--- config.mk ---
export PLATFORM = sky130hd
export DESIGN_NAME = address_window_merge_table_core_flat
export DESIGN_NICKNAME = d
export VERILOG_FILES = /design/src/sv/awmt_pkg.sv /design/src/sv/awmt_if.sv /design/src/sv/awmt_ram.sv /design/src/sv/address_window_merge_table_core.sv /design/src/flat_wrapper.sv
export VERILOG_INCLUDE_DIRS = /design/src /design/src/sv
export SDC_FILE = /design/constraint.sdc
export NUM_CORES = 2
export LEC_CHECK = 0
export BUFFER_PORTS_ARGS = -buffer_cell sky130_fd_sc_hd__buf_2
export CAP_MARGIN = 40
export CORE_MARGIN = 5
export CORE_UTILIZATION = 30
export DETAILED_ROUTE_END_ITERATION = 10
export GPL_TIMING_DRIVEN = 0
export PLACE_DENSITY = 0.54
export SLEW_MARGIN = 30
export SYNTH_ARGS = -nofsm -noshare
export SYNTH_HDL_FRONTEND = slang
export SYNTH_HIERARCHICAL = 1
export SYNTH_SLANG_ARGS = --single-unit
export TNS_END_PERCENT = 30
--- constraint.sdc ---
create_clock -name clk_i -period 42.3 [get_ports clk_i]
set_clock_uncertainty 0.15 [all_clocks]
set_input_delay 2.115 -clock clk_i [delete_from_list [all_inputs] [get_ports clk_i]]
set_output_delay 2.115 -clock clk_i [all_outputs]
set_load 0.05 [all_outputs]
--- src/sv/address_window_merge_table_core_defines.svh ---
// Assertion helpers for the asserting RTL file, the table core.
// Both sample on clk_i; the first also waits out reset on rst_ni.
`ifndef ADDRESS_WINDOW_MERGE_TABLE_CORE_DEFINES_SVH
`define ADDRESS_WINDOW_MERGE_TABLE_CORE_DEFINES_SVH

// Check a property outside of reset.
`define AWMT_ASSERT(lbl, prop, msg) \
  lbl: assert property (@(posedge clk_i) disable iff (!rst_ni) (prop)) else $error(msg);

// Check a property at every edge, reset included.
`define AWMT_ASSERT_ALWAYS(lbl, prop, msg) \
  lbl: assert property (@(posedge clk_i) (prop)) else $error(msg);

`endif

--- src/sv/awmt_pkg.sv ---
package awmt_pkg;

  localparam int unsigned TABLE_ENTRIES_DEF = 16;
  localparam int unsigned ADDR_W            = 64;
  localparam int unsigned FLAGS_W           = 32;
  localparam int unsigned STATUS_W          = 2;
  localparam int unsigned SLOT_W            = 4;
  localparam int unsigned USED_W            = 5;

  // Address plus a carry bit, for the no-wrap adjacency test.
  typedef logic [ADDR_W:0] addr_x_t;

  typedef enum logic [STATUS_W-1:0] {
    ST_MERGED   = 2'd0,
    ST_APPENDED = 2'd1,
    ST_IGNORED  = 2'd2,
    ST_FULL     = 2'd3
  } status_e;

  typedef enum logic [1:0] {
    S_IDLE,
    S_SCAN,
    S_APPEND,
    S_RESP
  } state_e;

  typedef struct packed {
    logic [ADDR_W-1:0]  win_start;
    logic [ADDR_W-1:0]  win_end;
    logic [FLAGS_W-1:0] flags;
  } entry_t;

  localparam int unsigned ENTRY_W = $bits(entry_t);

endpackage

--- src/sv/awmt_if.sv ---
interface awmt_req_if import awmt_pkg::*; ();
  logic               valid;
  logic               ready;
  logic [ADDR_W-1:0]  window_start;
  logic [ADDR_W-1:0]  window_end;
  logic [FLAGS_W-1:0] window_flags;
  logic               merge_request;

  modport source (output valid, window_start, window_end, window_flags, merge_request,
                  input ready);
  modport sink   (input valid, window_start, window_end, window_flags, merge_request,
                  output ready);
endinterface

interface awmt_rsp_if import awmt_pkg::*; ();
  logic                valid;
  logic                ready;
  logic [STATUS_W-1:0] status;
  logic [SLOT_W-1:0]   slot;
  logic [ADDR_W-1:0]   result_start;
  logic [ADDR_W-1:0]   result_end;
  logic [USED_W-1:0]   entries_used;

  modport source (output valid, status, slot, result_start, result_end, entries_used,
                  input ready);
  modport sink   (input valid, status, slot, result_start, result_end, entries_used,
                  output ready);
endinterface

--- src/sv/awmt_ram.sv ---
module awmt_ram #(
  parameter int unsigned WIDTH = 8,
  parameter int unsigned DEPTH = 16,
  localparam int unsigned AW   = (DEPTH > 1) ? $clog2(DEPTH) : 1
) (
  input  logic             clk_i,
  input  logic             we_i,
  input  logic [AW-1:0]    waddr_i,
  input  logic [WIDTH-1:0] wdata_i,
  input  logic [AW-1:0]    raddr_i,
  output logic [WIDTH-1:0] rdata_o
);

  logic [WIDTH-1:0] mem_q [DEPTH];
  logic [WIDTH-1:0] rdata_q;

  always_ff @(posedge clk_i) begin
    if (we_i) begin
      mem_q[waddr_i] <= wdata_i;
    end
    rdata_q <= mem_q[raddr_i];
  end

  assign rdata_o = rdata_q;

endmodule

--- src/sv/address_window_merge_table_core.sv ---
// Path: an ignored request goes from idle straight to the result state, a plain
//   append passes through the append state, a merge scan makes one table read per cycle.
// Throughput: one request at a time; the next request is taken once the result has
//   moved into the output register.
// Reset: clears the entry count, the control state and the output valid; table
//   contents stay undefined and are never read before written, so no clearing pass.
`include "address_window_merge_table_core_defines.svh"

module address_window_merge_table_core import awmt_pkg::*; #(
  parameter int unsigned TABLE_ENTRIES = TABLE_ENTRIES_DEF
) (
  input  logic        clk_i,
  input  logic        rst_ni,
  awmt_req_if.sink    req_i,
  awmt_rsp_if.source  rsp_o
);

  localparam int unsigned AW = (TABLE_ENTRIES > 1) ? $clog2(TABLE_ENTRIES) : 1;
  localparam int unsigned CW = $clog2(TABLE_ENTRIES + 1);

  // FSM and scan control
  state_e          state_q, state_d;
  logic [CW-1:0]   used_q;      // valid entries, slots 0 .. used_q-1
  logic [CW-1:0]   iss_q;       // next slot to read during a scan
  logic            cmp_vld_q;   // RAM read data belongs to a scanned slot
  logic [AW-1:0]   cmp_idx_q;   // slot of that read data

  // Request held for the duration of the item
  logic [ADDR_W-1:0]  ws_q, we_q;
  logic [FLAGS_W-1:0] wf_q;
  logic               mrg_q;

  // Result held until the output register is free
  status_e            res_status_q;
  logic [AW-1:0]      res_slot_q;
  logic [ADDR_W-1:0]  res_start_q, res_end_q;

  // Output register
  logic               out_vld_q;
  status_e            out_status_q;
  logic [SLOT_W-1:0]  out_slot_q;
  logic [ADDR_W-1:0]  out_start_q, out_end_q;
  logic [USED_W-1:0]  out_used_q;

  // RAM port
  logic               ram_we;
  logic [AW-1:0]      ram_waddr;
  entry_t             ram_wdata;
  entry_t             rd_entry;

  logic req_acc, ignore_in, out_free, table_full, issue_more;
  logic gap_lo, gap_hi, hit, scan_done;
  logic [ADDR_W-1:0] union_start, union_end;
  logic res_from_accept, res_from_hit, res_from_append, out_load;

  // ---------------------------------------------------------------------------
  // Table storage: one entry per slot, start/end/flags packed side by side.
  // Reads and writes of one item never overlap the next item's reads: the
  // write lands in the scan-hit or append cycle, and at least the result and
  // idle cycles pass before the next scan issues a read.
  // ---------------------------------------------------------------------------
  awmt_ram #(
    .WIDTH (ENTRY_W),
    .DEPTH (TABLE_ENTRIES)
  ) u_table (
    .clk_i   (clk_i),
    .we_i    (ram_we),
    .waddr_i (ram_waddr),
    .wdata_i (ram_wdata),
    .raddr_i (iss_q[AW-1:0]),
    .rdata_o (rd_entry)
  );

  assign req_acc    = req_i.valid && req_i.ready;
  // Drop empty windows and windows that start at the all-ones address.
  assign ignore_in  = (req_i.window_start > req_i.window_end) || (&req_i.window_start);
  assign out_free   = !out_vld_q || rsp_o.ready;
  assign table_full = (used_q == CW'(TABLE_ENTRIES));
  assign issue_more = (iss_q != used_q);
  // All issued reads compared and none hit: fall back to append.
  assign scan_done  = !cmp_vld_q && !issue_more;

  // Windows are disjoint with a gap when one starts more than one address past
  // the other's end. The extra carry bit keeps end + 1 from wrapping at the top,
  // so a stored or new end of all-ones never leaves a gap above it.
  assign gap_lo = {1'b0, ws_q} > ({1'b0, rd_entry.win_end} + addr_x_t'(1));
  assign gap_hi = {1'b0, rd_entry.win_start} > ({1'b0, we_q} + addr_x_t'(1));
  assign hit    = cmp_vld_q && (rd_entry.flags == wf_q) && !gap_lo && !gap_hi;

  assign union_start = (ws_q < rd_entry.win_start) ? ws_q : rd_entry.win_start;
  assign union_end   = (we_q > rd_entry.win_end)   ? we_q : rd_entry.win_end;

  // ---------------------------------------------------------------------------
  // Next state
  // ---------------------------------------------------------------------------
  always_comb begin
    state_d = state_q;
    unique case (state_q)
      S_IDLE: begin
        if (req_acc) begin
          priority if (ignore_in)           state_d = S_RESP;
          else if (req_i.merge_request)     state_d = S_SCAN;
          else                              state_d = S_APPEND;
        end
      end
      S_SCAN: begin
        priority if (hit)    state_d = S_RESP;
        else if (scan_done)  state_d = S_APPEND;
      end
      S_APPEND: state_d = S_RESP;
      S_RESP: begin
        if (out_free) state_d = S_IDLE;
      end
      default: state_d = S_IDLE;
    endcase
  end

  // ---------------------------------------------------------------------------
  // FSM outputs
  // ---------------------------------------------------------------------------
  always_comb begin
    req_i.ready     = 1'b0;
    ram_we          = 1'b0;
    ram_waddr       = cmp_idx_q;
    ram_wdata       = '{win_start: union_start, win_end: union_end, flags: wf_q};
    res_from_accept = 1'b0;
    res_from_hit    = 1'b0;
    res_from_append = 1'b0;
    out_load        = 1'b0;
    unique case (state_q)
      S_IDLE: begin
        req_i.ready     = 1'b1;
        res_from_accept = req_acc && ignore_in;
      end
      S_SCAN: begin
        // Grow the first matching entry in place.
        ram_we       = hit;
        res_from_hit = hit;
      end
      S_APPEND: begin
        ram_we          = !table_full;
        ram_waddr       = used_q[AW-1:0];
        ram_wdata       = '{win_start: ws_q, win_end: we_q, flags: wf_q};
        res_from_append = 1'b1;
      end
      S_RESP: begin
        out_load = out_free;
      end
      default: ;
    endcase
  end

  // ---------------------------------------------------------------------------
  // Control registers
  // ---------------------------------------------------------------------------
  always_ff @(posedge clk_i or negedge rst_ni) begin
    if (!rst_ni) begin
      state_q   <= S_IDLE;
      used_q    <= '0;
      iss_q     <= '0;
      cmp_vld_q <= 1'b0;
      cmp_idx_q <= '0;
      out_vld_q <= 1'b0;
    end else begin
      state_q <= state_d;
      if (req_acc) begin
        // Restart the scan for the new request.
        iss_q     <= '0;
        cmp_vld_q <= 1'b0;
      end else if (state_q == S_SCAN) begin
        // Issue one read a cycle; cmp_vld_q and cmp_idx_q tag the registered RAM data for the compare.
        cmp_vld_q <= issue_more;
        cmp_idx_q <= iss_q[AW-1:0];
        if (issue_more) iss_q <= iss_q + CW'(1);
      end
      if (state_q == S_APPEND && !table_full) begin
        used_q <= used_q + CW'(1);
      end
      if (out_load) begin
        out_vld_q <= 1'b1;
      end else if (rsp_o.ready) begin
        out_vld_q <= 1'b0;
      end
    end
  end

  // ---------------------------------------------------------------------------
  // Payload registers
  // ---------------------------------------------------------------------------
  always_ff @(posedge clk_i) begin
    if (req_acc) begin
      ws_q  <= req_i.window_start;
      we_q  <= req_i.window_end;
      wf_q  <= req_i.window_flags;
      mrg_q <= req_i.merge_request;
    end
    priority if (res_from_accept) begin
      res_status_q <= ST_IGNORED;
      res_slot_q   <= '0;
      res_start_q  <= '0;
      res_end_q    <= '0;
    end else if (res_from_hit) begin
      res_status_q <= ST_MERGED;
      res_slot_q   <= cmp_idx_q;
      res_start_q  <= union_start;
      res_end_q    <= union_end;
    end else if (res_from_append) begin
      if (table_full) begin
        res_status_q <= ST_FULL;
        res_slot_q   <= '0;
        res_start_q  <= '0;
        res_end_q    <= '0;
      end else begin
        res_status_q <= ST_APPENDED;
        res_slot_q   <= used_q[AW-1:0];
        res_start_q  <= ws_q;
        res_end_q    <= we_q;
      end
    end
    if (out_load) begin
      out_status_q <= res_status_q;
      out_slot_q   <= SLOT_W'(res_slot_q);
      out_start_q  <= res_start_q;
      out_end_q    <= res_end_q;
      out_used_q   <= USED_W'(used_q);
    end
  end

  assign rsp_o.valid        = out_vld_q;
  assign rsp_o.status       = out_status_q;
  assign rsp_o.slot         = out_slot_q;
  assign rsp_o.result_start = out_start_q;
  assign rsp_o.result_end   = out_end_q;
  assign rsp_o.entries_used = out_used_q;

  // ---------------------------------------------------------------------------
  // Assertions
  // ---------------------------------------------------------------------------
  `AWMT_ASSERT_ALWAYS(a_used_bound, used_q <= CW'(TABLE_ENTRIES), "entry count beyond table size")
  `AWMT_ASSERT(a_cmp_in_range, cmp_vld_q |-> (CW'(cmp_idx_q) < used_q), "scan compared an unused slot")
  `AWMT_ASSERT(a_append_grows, (state_q == S_APPEND && !table_full) |=> used_q == $past(used_q) + CW'(1), "append did not grow the table")
  `AWMT_ASSERT(a_merge_keeps, (state_q == S_SCAN) |=> used_q == $past(used_q), "scan changed the entry count")
  `AWMT_ASSERT(a_merge_only_req, (state_q == S_SCAN) |-> mrg_q, "scan without a merge request")

endmodule

--- src/flat_wrapper.sv ---
// flat-port wrapper written by rule: the top's interface ports become plain ports
module address_window_merge_table_core_flat import awmt_pkg::*;
#(
  parameter int unsigned TABLE_ENTRIES = TABLE_ENTRIES_DEF
)
  (clk_i, rst_ni, req_i_valid, req_i_window_start, req_i_window_end, req_i_window_flags, req_i_merge_request, req_i_ready, rsp_o_valid, rsp_o_status, rsp_o_slot, rsp_o_result_start, rsp_o_result_end, rsp_o_entries_used, rsp_o_ready);
  awmt_req_if req_i_i ();
  awmt_rsp_if rsp_o_i ();
  input  logic clk_i;
  input  logic rst_ni;
  input wire logic [$bits(req_i_i.valid)-1:0] req_i_valid;
  input wire logic [$bits(req_i_i.window_start)-1:0] req_i_window_start;
  input wire logic [$bits(req_i_i.window_end)-1:0] req_i_window_end;
  input wire logic [$bits(req_i_i.window_flags)-1:0] req_i_window_flags;
  input wire logic [$bits(req_i_i.merge_request)-1:0] req_i_merge_request;
  output wire logic [$bits(req_i_i.ready)-1:0] req_i_ready;
  output wire logic [$bits(rsp_o_i.valid)-1:0] rsp_o_valid;
  output wire logic [$bits(rsp_o_i.status)-1:0] rsp_o_status;
  output wire logic [$bits(rsp_o_i.slot)-1:0] rsp_o_slot;
  output wire logic [$bits(rsp_o_i.result_start)-1:0] rsp_o_result_start;
  output wire logic [$bits(rsp_o_i.result_end)-1:0] rsp_o_result_end;
  output wire logic [$bits(rsp_o_i.entries_used)-1:0] rsp_o_entries_used;
  input wire logic [$bits(rsp_o_i.ready)-1:0] rsp_o_ready;
  assign req_i_i.valid = req_i_valid;
  assign req_i_i.window_start = req_i_window_start;
  assign req_i_i.window_end = req_i_window_end;
  assign req_i_i.window_flags = req_i_window_flags;
  assign req_i_i.merge_request = req_i_merge_request;
  assign req_i_ready = req_i_i.ready;
  assign rsp_o_valid = rsp_o_i.valid;
  assign rsp_o_status = rsp_o_i.status;
  assign rsp_o_slot = rsp_o_i.slot;
  assign rsp_o_result_start = rsp_o_i.result_start;
  assign rsp_o_result_end = rsp_o_i.result_end;
  assign rsp_o_entries_used = rsp_o_i.entries_used;
  assign rsp_o_i.ready = rsp_o_ready;
  address_window_merge_table_core #(.TABLE_ENTRIES(TABLE_ENTRIES)) u_core (.clk_i(clk_i), .rst_ni(rst_ni), .req_i(req_i_i), .rsp_o(rsp_o_i));
endmodule
# After elaboration in Yosys (flattened, before gate mapping)
# Memories as Yosys holds them, arrays and structs flattened. A register that Yosys moved wholly into a read port is not among the register bits.
# Index checks and enable logic that the tools add are counted.
[classes]
n_addsub = 4
magnitude_cmp = 5
eq_ne = 9
mux = 38
n_bitwise = 1
n_reduce_logical = 25
[op_table]
columns = ["op", "count"]
rows = [
  ["$mux W64", 8],
  ["$mux W160", 1],
  ["$add A64 B1 Y65 const B", 2],
  ["$gt A64 B65 Y1", 2],
  ["$gt A64 B64 Y1", 2],
  ["$lt A64 B64 Y1", 1],
  ["$reduce_and A64 Y1", 1],
  ["$eq A32 B32 Y1", 1],
  ["$mux W2", 9],
  ["$mux W4", 4],
  ["$mux W5", 3],
  ["$mux W1", 11],
  ["$add A5 B1 Y5 const B", 2],
  ["$pmux W2 S4", 1],
  ["$reduce_bool A2 Y1", 4],
  ["$logic_and A1 B1 Y1", 7],
  ["$logic_not A1 Y1", 6],
  ["$eq A5 B5 Y1 const B", 1],
  ["$ne A5 B5 Y1", 1],
  ["$eq A2 B2 Y1 const B", 2],
  ["$ne A2 B1 Y1 const B", 2],
  ["$reduce_and A2 Y1", 2],
  ["$ne A3 B1 Y1 const B", 1],
  ["$reduce_and A3 Y1", 1],
  ["6 further kinds", 7],
]
[word_totals]
reg_bits = 451
ramBits = 2560
inputBits = 165
output_inout_bits = 141
n_memories = 1
[memory_table]
columns = ["name", "depth", "width", "rd", "rd_clocked_by_memory_dff", "write_ports", "line_no", "source"]
rows = [
  ["u_core.u_table.mem_q", 16, 160, 1, 1, 1, "awmt_ram.sv:14", "logic [WIDTH-1:0] mem_q [DEPTH];"],
]

# Logic depth before layout (Yosys ltp)
[logic_depth]
depth_word = 8
ltp_mapped = 23
ltp_nobuf = 21

# By module
# Netlist, hierarchy kept.
[by_module_without_submodules]
columns = ["mod", "n_inst", "cells_per_inst", "area_per_inst_um2", "seq_area_each_um2"]
rows = [
  ["awmt_ram", 1, 4191, 99300.2, 80076.8],
  ["address_window_merge_table_core", 1, 2947, 30209.0, 12111.6],
]

# Worst setup path before layout
# OpenSTA, ideal clock, no wires.
[synth_timing]
kind = "register to register"
start = "register u_core.we_q[12]"
end = "memory u_core/u_table/mem_q[0][0] in the netlist's numbering, enable pin"
arrival_ps = 16099
path_slack_ps = 25175
stages_incl_launch_ff = 24
n_path_buf = 3
path_cell_list = "edfxtp_1 buf_2 and4_1 nand4_1 or3_1 nor3_1 and2_1 nand2_1 nor3_1 nand4_1 xor2_1 ha_1 a21o_1 a21o_1 a211o_1 a221o_1 nor4_1 o22ai_1 a211oi_4 buf_6 buf_2 o21a_1 or3b_2 nor3_1"
[synth_via]
elab_chain_cells = 7
[synth_lines]
columns = ["element", "line_no", "source"]
rows = [
  ["start: declaration", "address_window_merge_table_core.sv:29", "logic [ADDR_W-1:0] ws_q, we_q;"],
  ["start signal: assignment", "address_window_merge_table_core.sv:193", "we_q <= req_i.window_end;"],
  ["$add A64 B1 Y65", "address_window_merge_table_core.sv:87", "assign gap_hi = {1'b0, rd_entry.win_start} > ({1'b0, we_q} + addr_x_t'(1));"],
  ["$gt A64 B65 Y1", "address_window_merge_table_core.sv:87", ""],
  ["$logic_not A1 Y1", "address_window_merge_table_core.sv:88", "assign hit = cmp_vld_q && (rd_entry.flags == wf_q) && !gap_lo && !gap_hi;"],
  ["$logic_and A1 B1 Y1", "address_window_merge_table_core.sv:88", ""],
  ["$pmux W1 S2", "address_window_merge_table_core.sv:130", "unique case (state_q)"],
  ["via u_core.ram_we", "address_window_merge_table_core.sv:46", "logic ram_we;"],
  ["$mux W1", "awmt_ram.sv:18", "if (we_i) begin"],
  ["$mux W1 (not written as such)", "awmt_ram.sv:19", "mem_q[waddr_i] <= wdata_i;"],
  ["end: declaration", "awmt_ram.sv:14", ""],
]
# The timed path passes the listed nets, and every way through them passes these cells.

# Worst setup path after layout
[layout_timing]
start = "register u_core.we_q[14]"
end = "memory u_core/u_table/mem_q[0][48] in the netlist's numbering, enable pin"
# The elaborated chain is that of the path after synthesis.

==> flow_metrics.env <==
export IMPL_status="completed"
export IMPL_clock_fmax_mhz=93.3
export IMPL_grt_busiest_layer="met2"
export IMPL_track_usage_pct=20.3
export IMPL_numCtsBuffers=341
export IMPL_final_cell_mix="edfxtp_1, mux4_2, buf_2"
export IMPL_core_area_um2=431000
export IMPL_regArea_um2=92200
export IMPL_async_reset_ff_share_pct=0.568
export IMPL_path_clk_slew_ns=0.06
export IMPL_dr_total_vias=77071
export IMPL_post_route_period_util_pct=25.3
export IMPL_period_minus_slack_ns=10.72
export IMPL_drive_above_1_share_pct=27.1
export IMPL_sw_frac_of_total_pct=36.4
export IMPL_overflow=0
export IMPL_syn_avg_cell_area_um2=18.1
export IMPL_via_per_inst=5.43
export IMPL_wl_per_cell_um=32.7
export IMPL_ys_seq_elements=3171
export IMPL_multi_input_area_um2=34800
export IMPL_synth_edf_count=2859
export IMPL_hold_path_class="reg -> reg"
export IMPL_dpl_cell_count=13503
export IMPL_path_class="reg -> reg"
export IMPL_max_cap_violations=0
export IMPL_wirelength_um=465000
export IMPL_grt_max_degree=56
export IMPL_clock_power_share_pct=25.7
export IMPL_cp_start_kind="register"
export IMPL_endpoint_kind="register"
export IMPL_dr_pass1_iters=6
export IMPL_min_path_cells=0
export IMPL_fill_cells=39971
export IMPL_intPower_uw=7390
export IMPL_cp_required_ns=42.76
export IMPL_root_buffer="clkbuf_16"
export IMPL_dp_hpwl_um=347000
export IMPL_area_delta_synth_final_pct=20.5
export IMPL_final_common_cell="edfxtp_1"
export IMPL_grt_pass1_vias=75855
export IMPL_clock_path_buffers=4
export IMPL_synthCells=7138
export IMPL_finalNetCount=8639
export IMPL_slowest_stage="nor3b_1"
export IMPL_cts_resized=0
export IMPL_worst_pin_slew_ns=0.948
export IMPL_rsz0062_at_grt="false"
export IMPL_p_switching_uw=4240
export IMPL_p_comb_share_pct=33.0
export IMPL_postRouteAntennaNets=0
export IMPL_htree_levels=5
export IMPL_ir_worst_vdd_mv=0.0462
export IMPL_crit_fanout=10
export IMPL_place_congestion=0.964
export IMPL_grt_pass1_wl_um=630000
export IMPL_slew_headroom_pct=36.8
export IMPL_synth_cell_types=66
export IMPL_postCtsHoldBufs=0
export IMPL_finalMaxSlewViolations=0
export IMPL_die_y_um=667
export IMPL_gr_usage_met2_pct=31.6
export IMPL_num_rows=241
export IMPL_seqPwrFrac_pct=41.3
export IMPL_grt_use_met1_pct=27.0
export IMPL_cts_setup_buffers=0
export IMPL_tns_ns=0
export IMPL_cpMostUsedCell="buf_4"
export IMPL_portBuffers=305
export IMPL_drt_initial_drc_count=9943
export IMPL_die_area_um2=445000
export IMPL_reg2reg_depth=29
export IMPL_yosysWarningCount=6
export IMPL_antenna_found_initial=86
export IMPL_setup_viol=0
export IMPL_slowest_delay_ns=0.79
export IMPL_syn_area_um2=130000
export IMPL_synthFlopType="edfxtp_1"
export IMPL_yosysSeqAreaShare_pct=71.2
export IMPL_clk_insertion_delay_late_ns=0.95
export IMPL_finalPower_uw=11600
export IMPL_drc=0
export IMPL_power_leakage_uw=0.0517
export IMPL_whs_ns=0.291
export IMPL_powerDensity_nw_per_um2=74.5
export IMPL_syn_nets=7631
export IMPL_use_met3_pct=4.20
export IMPL_hold_violations=0
export IMPL_worstPathArrival_ns=11.18
export IMPL_layout_cells_non_filler=14196
export IMPL_die_width_um=667
export IMPL_clock_sinks=3171
export IMPL_cts_tree="done"
export IMPL_io_pins=306
export IMPL_start_util_pct=30.1
-- power by group through the flow --
stage	combinational, uW	sequential [uW]	clock (uW)
2_1_floorplan	2160	4780	0
3_3_place_gp	3520	5050	0
3_5_place_dp	3790	4870	0
4_1_cts	3800	4810	3050
5_1_grt	4060	4820	3180
6_report	3830	4800	3000
-- critical path, delay by kind of cell (launching register included) --
family / cells / cell delay (ns)
simple gates: 13 / 5.54
buf+inv: 10 / 2.40
flops: 1 / 0.72
compound gates: 4 / 1.02
fa+ha+maj: 1 / 0.32
xor+xnor: 1 / 0.17
-- registers in the layout, summed over array words and instances, names as in the netlist --
register	cells
u_core/res_slot_q	4
u_core/rsp_o.result_start	64
u_core/res_end_q	64
u_core/wf_q	32
u_core/rsp_o.slot	4
u_core/res_start_q	64
u_core/cmp_vld_q	1
u_core/cmp_idx_q	4
u_core/ws_q	64
u_core/rsp_o.valid	1
u_core/u_table/mem_q	2560
u_core/u_table/rdata_o	160
u_core/rsp_o.entries_used	5
u_core/res_status_q	2
u_core/used_q	5
u_core/rsp_o.status	2
u_core/we_q	64
u_core/rsp_o.result_end	64
u_core/state_q	2
u_core/iss_q	5
-- path summary, 6_finish.rpt --
check                                               startpoint  slack [ns]                                 endpoint
min in group asynchronous                               rst_ni        1.02           u_core/rsp_o.valid$_DFFE_PN0P_
hold reg to reg            u_core/res_start_q[40]$_SDFFE_PP0P_        0.29  u_core/rsp_o.result_start[40]$_DFFE_PP_
max in group asynchronous                               rst_ni       40.47             u_core/used_q[3]$_DFFE_PN0P_
setup reg to reg                     u_core/we_q[14]$_DFFE_PP_       31.58    u_core/u_table/mem_q[0][48]$_DFFE_PP_
hold / removal             u_core/res_start_q[40]$_SDFFE_PP0P_        0.29  u_core/rsp_o.result_start[40]$_DFFE_PP_
setup / recovery                     u_core/we_q[14]$_DFFE_PP_       31.58    u_core/u_table/mem_q[0][48]$_DFFE_PP_
-- final cells by class --
| class | instances | area share (%) |
|---|---|---|
| Antenna cell | 53 | 0.0850 |
| Buffer | 404 | 1.26 |
| Clock buffer | 474 | 6.10 |
| Clock inverter | 156 | 1.11 |
| Inverter | 220 | 0.529 |
| Multi-Input combinational cell | 3343 | 22.3 |
| Sequential cell | 3171 | 59.1 |
| Tap cell | 5710 | 4.58 |
| Timing Repair Buffer | 665 | 5.00 |
-- kinds of logic after synthesis --
family,after synthesis,share of synthesized area (%)
flip-flops,3171,71.2
AND/OR/NAND/NOR,1047,4.25
multiplexers,909,13.0
AO/OA/AOI/OAI,890,5.18
buffers and inverters,624,2.10
adder cells (fa/ha/maj),328,3.17
XOR/XNOR,169,1.14
-- cell usage after synthesis, drive strengths merged (3+ instances only) --
| cell type | n | area, um^2 |
|---|---|---|
| inv | 219 | 822 |
| o211ai | 10 | 80.1 |
| xnor2 | 115 | 1010 |
| nor3 | 107 | 556 |
| dfrtp | 18 | 450 |
| and4 | 93 | 815 |
| a21o | 40 | 300 |
| a221oi | 155 | 1360 |
| and2 | 23 | 144 |
| o21a | 12 | 90.1 |
| xor2 | 54 | 473 |
| and3 | 20 | 125 |
| mux2 | 211 | 2380 |
| nor4 | 26 | 163 |
| nand3 | 194 | 971 |
| nor2 | 142 | 536 |
| a211oi | 77 | 911 |
| o21ai | 81 | 405 |
| or2 | 6 | 37.5 |
| mux2i | 103 | 1030 |
| a22oi | 268 | 2010 |
| a31oi | 67 | 419 |
| dfxtp | 294 | 5890 |
| mux4 | 595 | 13400 |
| a211o | 4 | 35.0 |
| clkbuf | 226 | 852 |
| ha | 328 | 4100 |
| nand2b | 30 | 188 |
| o22a | 9 | 78.8 |
| buf | 178 | 1050 |
| o221ai | 30 | 263 |
| nor2b | 44 | 275 |
| edfxtp | 2859 | 85900 |
| nand2 | 237 | 890 |
| nand4 | 115 | 719 |
| or3 | 3 | 18.8 |
| o31ai | 4 | 30.0 |
| nand3b | 3 | 22.5 |
| a21oi | 117 | 586 |
-- metrics by stage --
stage | setup WS, ns | utilization [%] | instance area (um^2)
global placement | 3.94 | 32.1 | 138000
finish | 31.58 | 36.3 | 156000
CTS | 31.89 | 36.2 | 156000
global route | 31.56 | 36.2 | 156000
detailed placement | 31.90 | 33.6 | 145000
floorplan | 25.18 | - | 130000
-- per-layer routing --
metal | vias up | wire [um]
met5 | - | 50
met4 | 8 | 24400
met3 | 806 | 41200
met2 | 4063 | 214000
met1 | 40931 | 185000
li1 | 31263 | -
(Power assumes the default switching activity.)
